===== src/rtl/pes_pkg.sv =====
`timescale 1ns / 1ps
// ============================================================================
// PES packet header parser package
// Shared types, phase codes, result codes and the result record.
// ============================================================================
package pes_pkg;

    typedef enum logic [3:0] {
        PH_PREFIX  = 4'd0,
        PH_PASS    = 4'd1,
        PH_M2HDR   = 4'd2,
        PH_M2DATA  = 4'd3,
        PH_M1STUFF = 4'd4,
        PH_M1STD   = 4'd5,
        PH_M1CODE  = 4'd6,
        PH_M1TS    = 4'd7,
        PH_M1DATA  = 4'd8
    } phase_t;

    localparam logic [1:0] RK_PAYLOAD = 2'd0;
    localparam logic [1:0] RK_SUMMARY = 2'd1;
    localparam logic [1:0] RK_ERROR   = 2'd2;

    localparam logic [3:0] ERR_NONE     = 4'd0;
    localparam logic [3:0] ERR_START    = 4'd1;
    localparam logic [3:0] ERR_ID       = 4'd2;
    localparam logic [3:0] ERR_SHORT    = 4'd3;
    localparam logic [3:0] ERR_PASTEND  = 4'd4;
    localparam logic [3:0] ERR_FLAGS    = 4'd5;
    localparam logic [3:0] ERR_M1HDR    = 4'd6;
    localparam logic [3:0] ERR_TSCODE   = 4'd7;
    localparam logic [3:0] ERR_LENGTH   = 4'd8;

    localparam logic [16:0] COUNT_MAX = 17'h1FFFF;

    typedef struct packed {
        logic [1:0]  result_kind;
        logic [7:0]  data_value;
        logic [7:0]  stream_code;
        logic [32:0] pts_value;
        logic [32:0] dts_value;
        logic        pts_present;
        logic        dts_present;
        logic [12:0] header_flags;
        logic [7:0]  header_data_length;
        logic [3:0]  error_code;
        logic        last_of_packet;
    } result_t;

    function automatic logic [32:0] ts_of(input logic [39:0] s);
        ts_of = {s[35:33], s[31:24], s[23:17], s[15:8], s[7:1]};
    endfunction

endpackage


===== src/rtl/pes_front.sv =====
`timescale 1ns / 1ps
// ============================================================================
// PES parser front end
// Tracks the packet phase per byte and produces at most one result record
// for each accepted transaction.
// ============================================================================
module pes_front (
    input  logic                clk,
    input  logic                rst_n,
    input  logic                mpeg2_mode,
    input  logic                in_valid,
    input  logic                kind,
    input  logic [7:0]          in_byte,
    output logic                res_valid,
    output pes_pkg::result_t    res
);
    import pes_pkg::*;

    phase_t      phase_reg, phase_next;
    logic [16:0] count_reg, count_next;
    logic [15:0] plen_reg, plen_next;
    logic [7:0]  sid_reg, sid_next;
    logic [12:0] flags_reg, flags_next;
    logic [7:0]  hlen_reg, hlen_next;
    logic [7:0]  hleft_reg, hleft_next;
    logic [39:0] pts_reg, pts_next;
    logic [39:0] dts_reg, dts_next;
    logic        done_reg, done_next;
    logic [1:0]  tsf_reg, tsf_next;

    logic        bounded, last, special, pass_id;
    logic [16:0] cnt1, end_cnt, rem;
    logic [4:0]  need;
    logic [16:0] off;
    logic [7:0]  hl_dec;
    logic [15:0] plen_full;
    logic        emit;
    logic        sum_p, sum_d;

    always_ff @(posedge clk or negedge rst_n)
    begin
        if (!rst_n)
        begin
            phase_reg <= PH_PREFIX;
            count_reg <= '0;
            plen_reg  <= '0;
            sid_reg   <= '0;
            flags_reg <= '0;
            hlen_reg  <= '0;
            hleft_reg <= '0;
            pts_reg   <= '0;
            dts_reg   <= '0;
            done_reg  <= 1'b0;
            tsf_reg   <= '0;
        end
        else
        begin
            phase_reg <= phase_next;
            count_reg <= count_next;
            plen_reg  <= plen_next;
            sid_reg   <= sid_next;
            flags_reg <= flags_next;
            hlen_reg  <= hlen_next;
            hleft_reg <= hleft_next;
            pts_reg   <= pts_next;
            dts_reg   <= dts_next;
            done_reg  <= done_next;
            tsf_reg   <= tsf_next;
        end
    end

    always_comb
    begin
        phase_next = phase_reg;
        count_next = count_reg;
        plen_next  = plen_reg;
        sid_next   = sid_reg;
        flags_next = flags_reg;
        hlen_next  = hlen_reg;
        hleft_next = hleft_reg;
        pts_next   = pts_reg;
        dts_next   = dts_reg;
        done_next  = done_reg;
        tsf_next   = tsf_reg;
        emit       = 1'b0;
        res        = '0;
        sum_p      = 1'b0;
        sum_d      = 1'b0;

        bounded = (plen_reg != 16'd0);
        cnt1    = (count_reg < COUNT_MAX) ? count_reg + 17'd1 : count_reg;
        end_cnt = 17'd6 + {1'b0, plen_reg};
        last    = (phase_reg != PH_PREFIX) && bounded && (cnt1 == end_cnt);
        rem     = end_cnt - count_reg;
        off     = count_reg - 17'd9;
        hl_dec  = hleft_reg - 8'd1;
        plen_full = {plen_reg[15:8], in_byte};
        special = (sid_reg == 8'hBF) || (sid_reg == 8'hBC) || (sid_reg == 8'hF0)
               || (sid_reg == 8'hF1) || (sid_reg == 8'hFF) || (sid_reg == 8'hF2)
               || (sid_reg == 8'hF8);
        pass_id = (sid_reg == 8'hBE) || special;
        need = '0;
        if (tsf_reg[1])
            need = tsf_reg[0] ? 5'd10 : 5'd5;
        if (!flags_reg[0])
            need = need + (flags_reg[5] ? 5'd6 : 5'd0) + (flags_reg[4] ? 5'd3 : 5'd0)
                 + {4'd0, flags_reg[3]} + {4'd0, flags_reg[2]}
                 + (flags_reg[1] ? 5'd2 : 5'd0);

        res.stream_code = sid_reg;

        if (in_valid && !done_reg)
        begin
            if (kind)
            begin
                emit = 1'b1;
                res.result_kind = RK_ERROR;
                res.last_of_packet = 1'b1;
                done_next = 1'b1;
                if (phase_reg == PH_PREFIX)
                    res.error_code = ERR_SHORT;
                else if (bounded)
                    res.error_code = ERR_LENGTH;
                else
                begin
                    unique case (phase_reg)
                        PH_PASS, PH_M1DATA: res.error_code = ERR_NONE;
                        PH_M2HDR:
                            res.error_code = (count_reg < 17'd9) ? ERR_SHORT : ERR_PASTEND;
                        PH_M2DATA:
                            res.error_code = (count_reg == 17'd9 + {9'd0, hlen_reg})
                                           ? ERR_PASTEND : ERR_NONE;
                        default: res.error_code = ERR_M1HDR;
                    endcase
                end
            end
            else
            begin
                count_next = cnt1;
                unique case (phase_reg)
                    PH_PREFIX:
                    begin
                        if (count_reg < 17'd2)
                        begin
                            if (in_byte != 8'h00)
                            begin
                                emit = 1'b1;
                                res.error_code = ERR_START;
                            end
                        end
                        else if (count_reg == 17'd2)
                        begin
                            if (in_byte != 8'h01)
                            begin
                                emit = 1'b1;
                                res.error_code = ERR_START;
                            end
                        end
                        else if (count_reg == 17'd3)
                            sid_next = in_byte;
                        else if (count_reg == 17'd4)
                            plen_next = {in_byte, 8'h00};
                        else
                        begin
                            plen_next = plen_full;
                            if (pass_id)
                            begin
                                if (!mpeg2_mode && sid_reg != 8'hBF && sid_reg != 8'hBE)
                                begin
                                    emit = 1'b1;
                                    res.error_code = ERR_ID;
                                end
                                else
                                begin
                                    phase_next = PH_PASS;
                                    emit = 1'b1;
                                    res.result_kind = RK_SUMMARY;
                                end
                            end
                            else if (mpeg2_mode)
                            begin
                                if (plen_full != 16'd0 && plen_full < 16'd3)
                                begin
                                    emit = 1'b1;
                                    res.error_code = ERR_SHORT;
                                end
                                else
                                    phase_next = PH_M2HDR;
                            end
                            else
                                phase_next = PH_M1STUFF;
                        end
                        if (emit && res.result_kind != RK_SUMMARY)
                        begin
                            res.result_kind = RK_ERROR;
                            res.last_of_packet = 1'b1;
                            done_next = 1'b1;
                        end
                    end

                    PH_M2HDR:
                    begin
                        if (count_reg == 17'd6)
                            flags_next = {1'b0, in_byte[5:0], 6'd0};
                        else if (count_reg == 17'd7)
                        begin
                            flags_next = {flags_reg[12:6], in_byte[5:0]};
                            tsf_next = in_byte[7:6];
                        end
                        else if (count_reg == 17'd8)
                        begin
                            hlen_next = in_byte;
                            if (bounded && ({9'd0, in_byte} + 17'd3 >= {1'b0, plen_reg}))
                            begin
                                emit = 1'b1;
                                res.result_kind = RK_ERROR;
                                res.error_code = ERR_PASTEND;
                                res.last_of_packet = 1'b1;
                                done_next = 1'b1;
                            end
                            else if ({3'd0, need} > in_byte)
                            begin
                                emit = 1'b1;
                                res.result_kind = RK_ERROR;
                                res.error_code = ERR_FLAGS;
                                res.last_of_packet = 1'b1;
                                done_next = 1'b1;
                            end
                            else
                            begin
                                hleft_next = in_byte;
                                if (in_byte == 8'd0)
                                begin
                                    phase_next = PH_M2DATA;
                                    emit = 1'b1;
                                    res.result_kind = RK_SUMMARY;
                                    res.header_flags = flags_reg;
                                    res.header_data_length = in_byte;
                                end
                            end
                        end
                        else
                        begin
                            if (tsf_reg[1] && off < 17'd5)
                                pts_next = {pts_reg[31:0], in_byte};
                            else if (tsf_reg == 2'b11 && off >= 17'd5 && off < 17'd10)
                                dts_next = {dts_reg[31:0], in_byte};
                            hleft_next = hl_dec;
                            if (hl_dec == 8'd0)
                            begin
                                phase_next = PH_M2DATA;
                                emit = 1'b1;
                                res.result_kind = RK_SUMMARY;
                                res.header_flags = flags_reg;
                                res.header_data_length = hlen_reg;
                                sum_p = tsf_reg[1];
                                sum_d = tsf_reg == 2'b11;
                            end
                        end
                    end

                    PH_M1STUFF, PH_M1CODE:
                    begin
                        if (phase_reg == PH_M1STUFF && in_byte == 8'hFF)
                        begin
                            if (last)
                            begin
                                emit = 1'b1;
                                res.error_code = ERR_M1HDR;
                            end
                        end
                        else if (phase_reg == PH_M1STUFF && (in_byte & 8'hC0) == 8'h40)
                        begin
                            if (last)
                            begin
                                emit = 1'b1;
                                res.error_code = ERR_M1HDR;
                            end
                            else
                                phase_next = PH_M1STD;
                        end
                        else if ((in_byte & 8'hF0) == 8'h20 || (in_byte & 8'hF0) == 8'h30)
                        begin
                            if (bounded && rem < ((in_byte[4]) ? 17'd10 : 17'd5))
                            begin
                                emit = 1'b1;
                                res.error_code = ERR_M1HDR;
                            end
                            else
                            begin
                                tsf_next = in_byte[4] ? 2'b11 : 2'b10;
                                pts_next = {32'd0, in_byte};
                                hleft_next = in_byte[4] ? 8'd9 : 8'd4;
                                phase_next = PH_M1TS;
                            end
                        end
                        else if (in_byte == 8'h0F)
                        begin
                            tsf_next = 2'b00;
                            phase_next = PH_M1DATA;
                            emit = 1'b1;
                            res.result_kind = RK_SUMMARY;
                            res.last_of_packet = last;
                            done_next = last;
                        end
                        else
                        begin
                            emit = 1'b1;
                            res.error_code = ERR_TSCODE;
                        end
                        if (emit && res.result_kind != RK_SUMMARY)
                        begin
                            res.result_kind = RK_ERROR;
                            res.last_of_packet = 1'b1;
                            done_next = 1'b1;
                        end
                    end

                    PH_M1STD:
                    begin
                        if (last)
                        begin
                            emit = 1'b1;
                            res.result_kind = RK_ERROR;
                            res.error_code = ERR_M1HDR;
                            res.last_of_packet = 1'b1;
                            done_next = 1'b1;
                        end
                        else
                            phase_next = PH_M1CODE;
                    end

                    PH_M1TS:
                    begin
                        hleft_next = hl_dec;
                        if (tsf_reg[0] && hleft_reg <= 8'd5)
                            dts_next = {dts_reg[31:0], in_byte};
                        else
                            pts_next = {pts_reg[31:0], in_byte};
                        if (hl_dec == 8'd0)
                        begin
                            phase_next = PH_M1DATA;
                            emit = 1'b1;
                            res.result_kind = RK_SUMMARY;
                            res.last_of_packet = last;
                            done_next = last;
                            sum_p = tsf_reg[1];
                            sum_d = tsf_reg == 2'b11;
                        end
                    end

                    default:
                    begin
                        emit = 1'b1;
                        res.result_kind = RK_PAYLOAD;
                        res.data_value = in_byte;
                        res.last_of_packet = last;
                        done_next = last;
                    end
                endcase
            end
        end

        if (sum_p)
        begin
            res.pts_present = 1'b1;
            res.pts_value = ts_of(pts_next);
        end
        if (sum_d)
        begin
            res.dts_present = 1'b1;
            res.dts_value = ts_of(dts_next);
        end
        if (res.result_kind == RK_SUMMARY && phase_reg == PH_M2HDR && !sum_p)
        begin
            res.pts_present = 1'b0;
        end
        res_valid = emit;
    end

endmodule


===== src/rtl/pes_fifo.sv =====
`timescale 1ns / 1ps
// ============================================================================
// PES parser result queue
// Short register queue between the front end and the output side.
// ============================================================================
module pes_fifo #(
    parameter int DEPTH = 4
) (
    input  logic                clk,
    input  logic                rst_n,
    input  logic                wr_en,
    input  pes_pkg::result_t    wr_data,
    output logic                full,
    input  logic                rd_en,
    output logic                empty,
    output pes_pkg::result_t    rd_data
);
    import pes_pkg::*;

    localparam int AW = (DEPTH > 1) ? $clog2(DEPTH) : 1;

    result_t          mem_reg [DEPTH];
    logic [AW-1:0]    wp_reg, rp_reg;
    logic [AW:0]      cnt_reg;

    assign full    = (cnt_reg == (AW+1)'(DEPTH));
    assign empty   = (cnt_reg == '0);
    assign rd_data = mem_reg[rp_reg];

    always_ff @(posedge clk)
    begin
        if (wr_en)
            mem_reg[wp_reg] <= wr_data;
    end

    always_ff @(posedge clk or negedge rst_n)
    begin
        if (!rst_n)
        begin
            wp_reg  <= '0;
            rp_reg  <= '0;
            cnt_reg <= '0;
        end
        else
        begin
            if (wr_en)
                wp_reg <= (wp_reg == AW'(DEPTH - 1)) ? '0 : wp_reg + 1'b1;
            if (rd_en)
                rp_reg <= (rp_reg == AW'(DEPTH - 1)) ? '0 : rp_reg + 1'b1;
            cnt_reg <= cnt_reg + (AW+1)'(wr_en) - (AW+1)'(rd_en);
        end
    end

endmodule


===== src/rtl/pes_packet_header_parser_top.sv =====
`timescale 1ns / 1ps
// ============================================================================
// PES packet header parser
// Parses one PES packet a byte at a time and emits header summary, payload
// and error transactions through a result queue.
// ============================================================================
// Channel   Direction  Handshake        Payload
// input     in         push / full      kind, in_byte
// result    out        pop / empty      result_kind ... last_of_packet
// config    in         APB write/read   mpeg2_mode at address 0
//
// One byte is accepted every cycle while the result queue has room.
// A result is written into the queue as its byte is accepted; the queue depth
// sets how long the output side may stall before full rises.
// Reset clears the phase, the counters and the queue.
// ============================================================================
module pes_packet_header_parser_top #(
    parameter int QUEUE_DEPTH = 4
) (
    input  logic        clk,
    input  logic        rst_n,
    input  logic        psel,
    input  logic        penable,
    input  logic        pwrite,
    input  logic [0:0]  paddr,
    input  logic [31:0] pwdata,
    output logic [31:0] prdata,
    output logic        pready,
    input  logic        push,
    output logic        full,
    input  logic        kind,
    input  logic [7:0]  in_byte,
    output logic        empty,
    input  logic        pop,
    output logic [1:0]  result_kind,
    output logic [7:0]  data_value,
    output logic [7:0]  stream_code,
    output logic [32:0] pts_value,
    output logic [32:0] dts_value,
    output logic        pts_present,
    output logic        dts_present,
    output logic [12:0] header_flags,
    output logic [7:0]  header_data_length,
    output logic [3:0]  error_code,
    output logic        last_of_packet
);
    import pes_pkg::*;

    logic    mode_reg;
    logic    res_valid, q_full, acc;
    result_t res, q_out;

    assign pready = 1'b1;
    assign prdata = {31'd0, mode_reg};

    always_ff @(posedge clk or negedge rst_n)
    begin
        if (!rst_n)
            mode_reg <= 1'b1;
        else if (psel && penable && pwrite && paddr == 1'b0)
            mode_reg <= pwdata[0];
    end

    assign full = q_full;
    assign acc  = push && !q_full;

    pes_front u_front (
        .clk        (clk),
        .rst_n      (rst_n),
        .mpeg2_mode (mode_reg),
        .in_valid   (acc),
        .kind       (kind),
        .in_byte    (in_byte),
        .res_valid  (res_valid),
        .res        (res)
    );

    pes_fifo #(.DEPTH(QUEUE_DEPTH)) u_fifo (
        .clk     (clk),
        .rst_n   (rst_n),
        .wr_en   (res_valid),
        .wr_data (res),
        .full    (q_full),
        .rd_en   (pop && !empty),
        .empty   (empty),
        .rd_data (q_out)
    );

    assign result_kind        = q_out.result_kind;
    assign data_value         = q_out.data_value;
    assign stream_code        = q_out.stream_code;
    assign pts_value          = q_out.pts_value;
    assign dts_value          = q_out.dts_value;
    assign pts_present        = q_out.pts_present;
    assign dts_present        = q_out.dts_present;
    assign header_flags       = q_out.header_flags;
    assign header_data_length = q_out.header_data_length;
    assign error_code         = q_out.error_code;
    assign last_of_packet     = q_out.last_of_packet;

endmodule


===== config.mk =====
export PLATFORM = sky130hd
export DESIGN_NAME = pes_packet_header_parser_top
export DESIGN_NICKNAME = d
export VERILOG_FILES = /design/src/rtl/pes_pkg.sv /design/src/rtl/pes_front.sv /design/src/rtl/pes_fifo.sv /design/src/rtl/pes_packet_header_parser_top.sv
export SDC_FILE = /design/constraint.sdc
export NUM_CORES = 1
export LEC_CHECK = 0
export BUFFER_PORTS_ARGS = -buffer_cell sky130_fd_sc_hd__buf_2
export CORE_ASPECT_RATIO = 0.9
export CORE_MARGIN = 5
export CORE_UTILIZATION = 43
export CTS_BUF_LIST = sky130_fd_sc_hd__clkbuf_2
export CTS_CLUSTER_SIZE = 16
export DETAILED_ROUTE_END_ITERATION = 7
export GPL_ROUTABILITY_DRIVEN = 0
export GPL_TIMING_DRIVEN = 0
export HOLD_SLACK_MARGIN = 0.15
export MAX_ROUTING_LAYER = met4
export SYNTH_ARGS = -nofsm -noshare
export SYNTH_HDL_FRONTEND = slang
export SYNTH_SLANG_ARGS = --single-unit

===== constraint.sdc =====
create_clock -name clk -period 8.2 [get_ports clk]
set_clock_uncertainty 0.15 [all_clocks]
set_input_delay 1.23 -clock clk [delete_from_list [all_inputs] [get_ports clk]]
set_output_delay 1.23 -clock clk [all_outputs]
set_load 0.02 [all_outputs]

==> impl_metrics.json <==
{
  "fin_cells": 3353,
  "ff2ff_setup_slack_ps": 1230,
  "die_area_sq_mm": 0.0718,
  "wl_met1_um": 31800,
  "synth-simple-area-share_pct": 9.68,
  "grt_pass1_vias": 19100,
  "worstMarginPinSlew_ps": 1380,
  "wl_met2_um": 35400,
  "wirelength_um": 73700,
  "crit_slowest_cell": "o31ai_2",
  "synthArstFlopShare_pct": 25.6,
  "largest_reg_flops": 448,
  "drive_gt1_share_pct": 28.4,
  "first_pass_iters": 5,
  "cp-startpoint": "u_front.plen_reg[1]$_DFFE_PN0P_",
  "period_needed_ps": 6970,
  "placed_cell_area_sq_mm": 0.0307,
  "synth.avg_cell_area_sq_um": 14.2,
  "fin_nets": 2463,
  "first_iter_violations": 1756,
  "path_cells": "clkbuf_1 > inv_1 > ha_1 > clkbuf_1 > nand3b_1 > xnor2_1 > ha_1 > o211a_1 > o31a_1 > or3_1 > a221oi_1 > and4_1 > o2111ai_1 > o31ai_2 > o211ai_4 > a31oi_4 > and2_4 > buf_12 > buf_16",
  "cts-root-buf": "clkbuf_2",
  "cts_buffer_depth": 3,
  "cts_sinks": 602,
  "die_x_um": 282,
  "final_util_pct": 49.0,
  "synth_compound_area_share_pct": 9.24,
  "synth_cell_types": 99,
  "synth_top_family_by_area": "multiplexers",
  "cp-end-kind": "flip-flop",
  "finalCritPeriodShare_pct": 85.0,
  "pre_cts_ws_ps": 1220,
  "start_kind": "flip-flop",
  "avgRoutedWirePerCell_um": 22.0,
  "p_per_area_mw_per_mm2": 282,
  "endpoint": "u_fifo.mem_reg[2][60]$_DFFE_PP_",
  "yosysWarnings": 0,
  "grt_use_total_pct": 21.1,
  "cts_tree": "yes",
  "synthAdderAreaFrac_pct": 2.96,
  "grt_start_max_net_pins": 97,
  "crit_type": "reg -> reg",
  "dp_cells": 3054,
  "drcViolationCount": 0,
  "synthesis.area_sq_mm": 0.0286,
  "syn_to_final_growth_pct": 12.7,
  "max_freq_ghz": 0.143,
  "synth-main-ff-cell": "edfxtp_1",
  "clkTransAtPathRegs_ps": 110,
  "yosys.area_share.xor_xnor_pct": 2.31,
  "cp.depth": 19,
  "required_ps": 8990,
  "drtAntennaViolNets": 0,
  "max_stage_delay_ps": 630,
  "io_buffers": 130,
  "final_cell_mix": "edfxtp_1 (448), clkbuf_2 (228), dfrtp_1 (153)",
  "vias": 18800,
  "critPathMaxFanout": 54,
  "critPathTopFamily": "compound AO/OA/AOI/OAI gates",
  "synth_enable_flop_cells": 448,
  "cp_num_buf_inv": 5,
  "worst_r2r_startpoint": "u_front.plen_reg[1]$_DFFE_PN0P_",
  "clock_latency_ps": 1330,
  "status": "complete, no violations",
  "start_util_pct": 43.5,
  "cts_made_buffers": 153,
  "synthCells": 2017,
  "dp_hpwl_um": 50400,
  "row_count": 89,
  "die_h_um": 255,
  "drv_cap": 0,
  "wl_met3_um": 4800,
  "maxSlewViolCount": 0,
  "setup_viol": 0,
  "synth.yosys.seq_area_share_pct": 60.5,
  "synth_mux_area_share_pct": 11.9,
  "highest_layer": "met4",
  "final_common_cell": "edfxtp_1",
  "ys_ff_latch": 602,
  "slew_headroom_pct": 7.18,
  "viasPerCell": 5.61,
  "cts_max_level": 4,
  "finalSetupTns_ps": 0,
  "peakVddDrop_uv": 132,
  "grt.overflow.total": 0,
  "reg2reg_depth": 19,
  "cts_resized": 0,
  "hold_viol_final": 0,
  "p_leak_nw": 12.5,
  "grt_pass1_wl_um": 112000,
  "holdPathStages": 3,
  "hold_class": "in -> reg",
  "fp.coreArea_sq_mm": 0.0658,
  "io_pins": 196,
  "final_cell_area_sq_mm": 0.0322,
  "worstPathArrival_ps": 7760,
  "grt_setup_unrepaired": "false",
  "post-cts-setup-buffer-count": 0,
  "grt_antenna_before_repair": 10,
  "r2r-end": "u_fifo.mem_reg[2][60]$_DFFE_PP_",
  "fin_ws_ps": 1230
}
## repair_timing
action	CTS	global route
hold endpoints to repair	123	0
hold buffers	5	0
endpoints found under the setup margin	0	0
## worst min-delay path by stage
stage / endpoint / slack [ps] / startpoint
floorplan: u_front.flags_reg[10]$_DFFE_PN0P_ / 290 / u_front.flags_reg[10]$_DFFE_PN0P_
detailed placement: u_front.flags_reg[11]$_DFFE_PN0P_ / 320 / u_front.flags_reg[11]$_DFFE_PN0P_
global placement: u_front.flags_reg[10]$_DFFE_PN0P_ / 310 / u_front.flags_reg[10]$_DFFE_PN0P_
finish: u_fifo.rp_reg[0]$_DFFE_PN0P_ / 310 / pop
global route: u_fifo.rp_reg[0]$_DFFE_PN0P_ / 200 / pop
CTS: u_fifo.rp_reg[0]$_DFFE_PN0P_ / 150 / pop
## per-stage QoR
| stage | power [mW] | hold slack, ps |
|---|---|---|
| floorplan | 6.06 | 292 |
| global placement | 7.06 | 310 |
| detailed placement | 7.12 | 322 |
| CTS | 9.17 | 151 |
| global route | 9.63 | 200 |
| finish | 9.09 | 314 |
## cell type report
class,count,area (sq um)
diodes,12,30.0
well taps,864,1080
repair buffers,144,943
fillers,5754,33600
clock buffers,226,1130
plain buffers,136,706
inverters,69,259
multi-input cells,1244,10500
flip-flops and latches,602,17300
clock inverters,56,304
## kinds of logic (layout without fill, tap and decap cells)
group	after synthesis	after routing
AOI/OAI and AO/OA	375	375
xor gates and xnor gates	74	74
adders and majority gates	65	65
buffers and inverters	205	631
DFF	602	602
muxes	192	192
other	2	48
and+or+nand+nor	502	502
## report_power, final
part | switching (mW) | total [mW] | internal [mW]
registers | 0.141 | 3.58 | 3.44
logic | 2.13 | 3.47 | 1.34
clock network | 1.24 | 2.03 | 0.793
## worst min-delay path, stage by stage
cell and delay, ps:
buf_2 80, nand2b_1 190, a21o_1 240
## layer usage
layer  vias up  global-route usage [%]
li1       8521                       -
met1      9485                    27.4
met2       695                    32.8
met3       125                    5.24
met4         0                    6.94
met5         -                       -
## synth_stat cells (39+ instances only)
| cell | count | area [sq um] |
|---|---|---|
| dfrtp_1 | 153 | 3830 |
| inv_1 | 68 | 255 |
| edfxtp_1 | 448 | 13500 |
| o211ai_1 | 39 | 293 |
| nand3_1 | 47 | 235 |
| clkbuf_1 | 58 | 218 |
| o21ai_0 | 69 | 345 |
| nand2_1 | 138 | 518 |
| mux4_2 | 112 | 2520 |
| xnor2_1 | 63 | 552 |
| ha_1 | 59 | 738 |
| nor3_1 | 42 | 210 |
| nor2_1 | 70 | 263 |
| mux2_2 | 55 | 619 |
| a21oi_1 | 70 | 350 |
(Power assumes the default switching activity.)
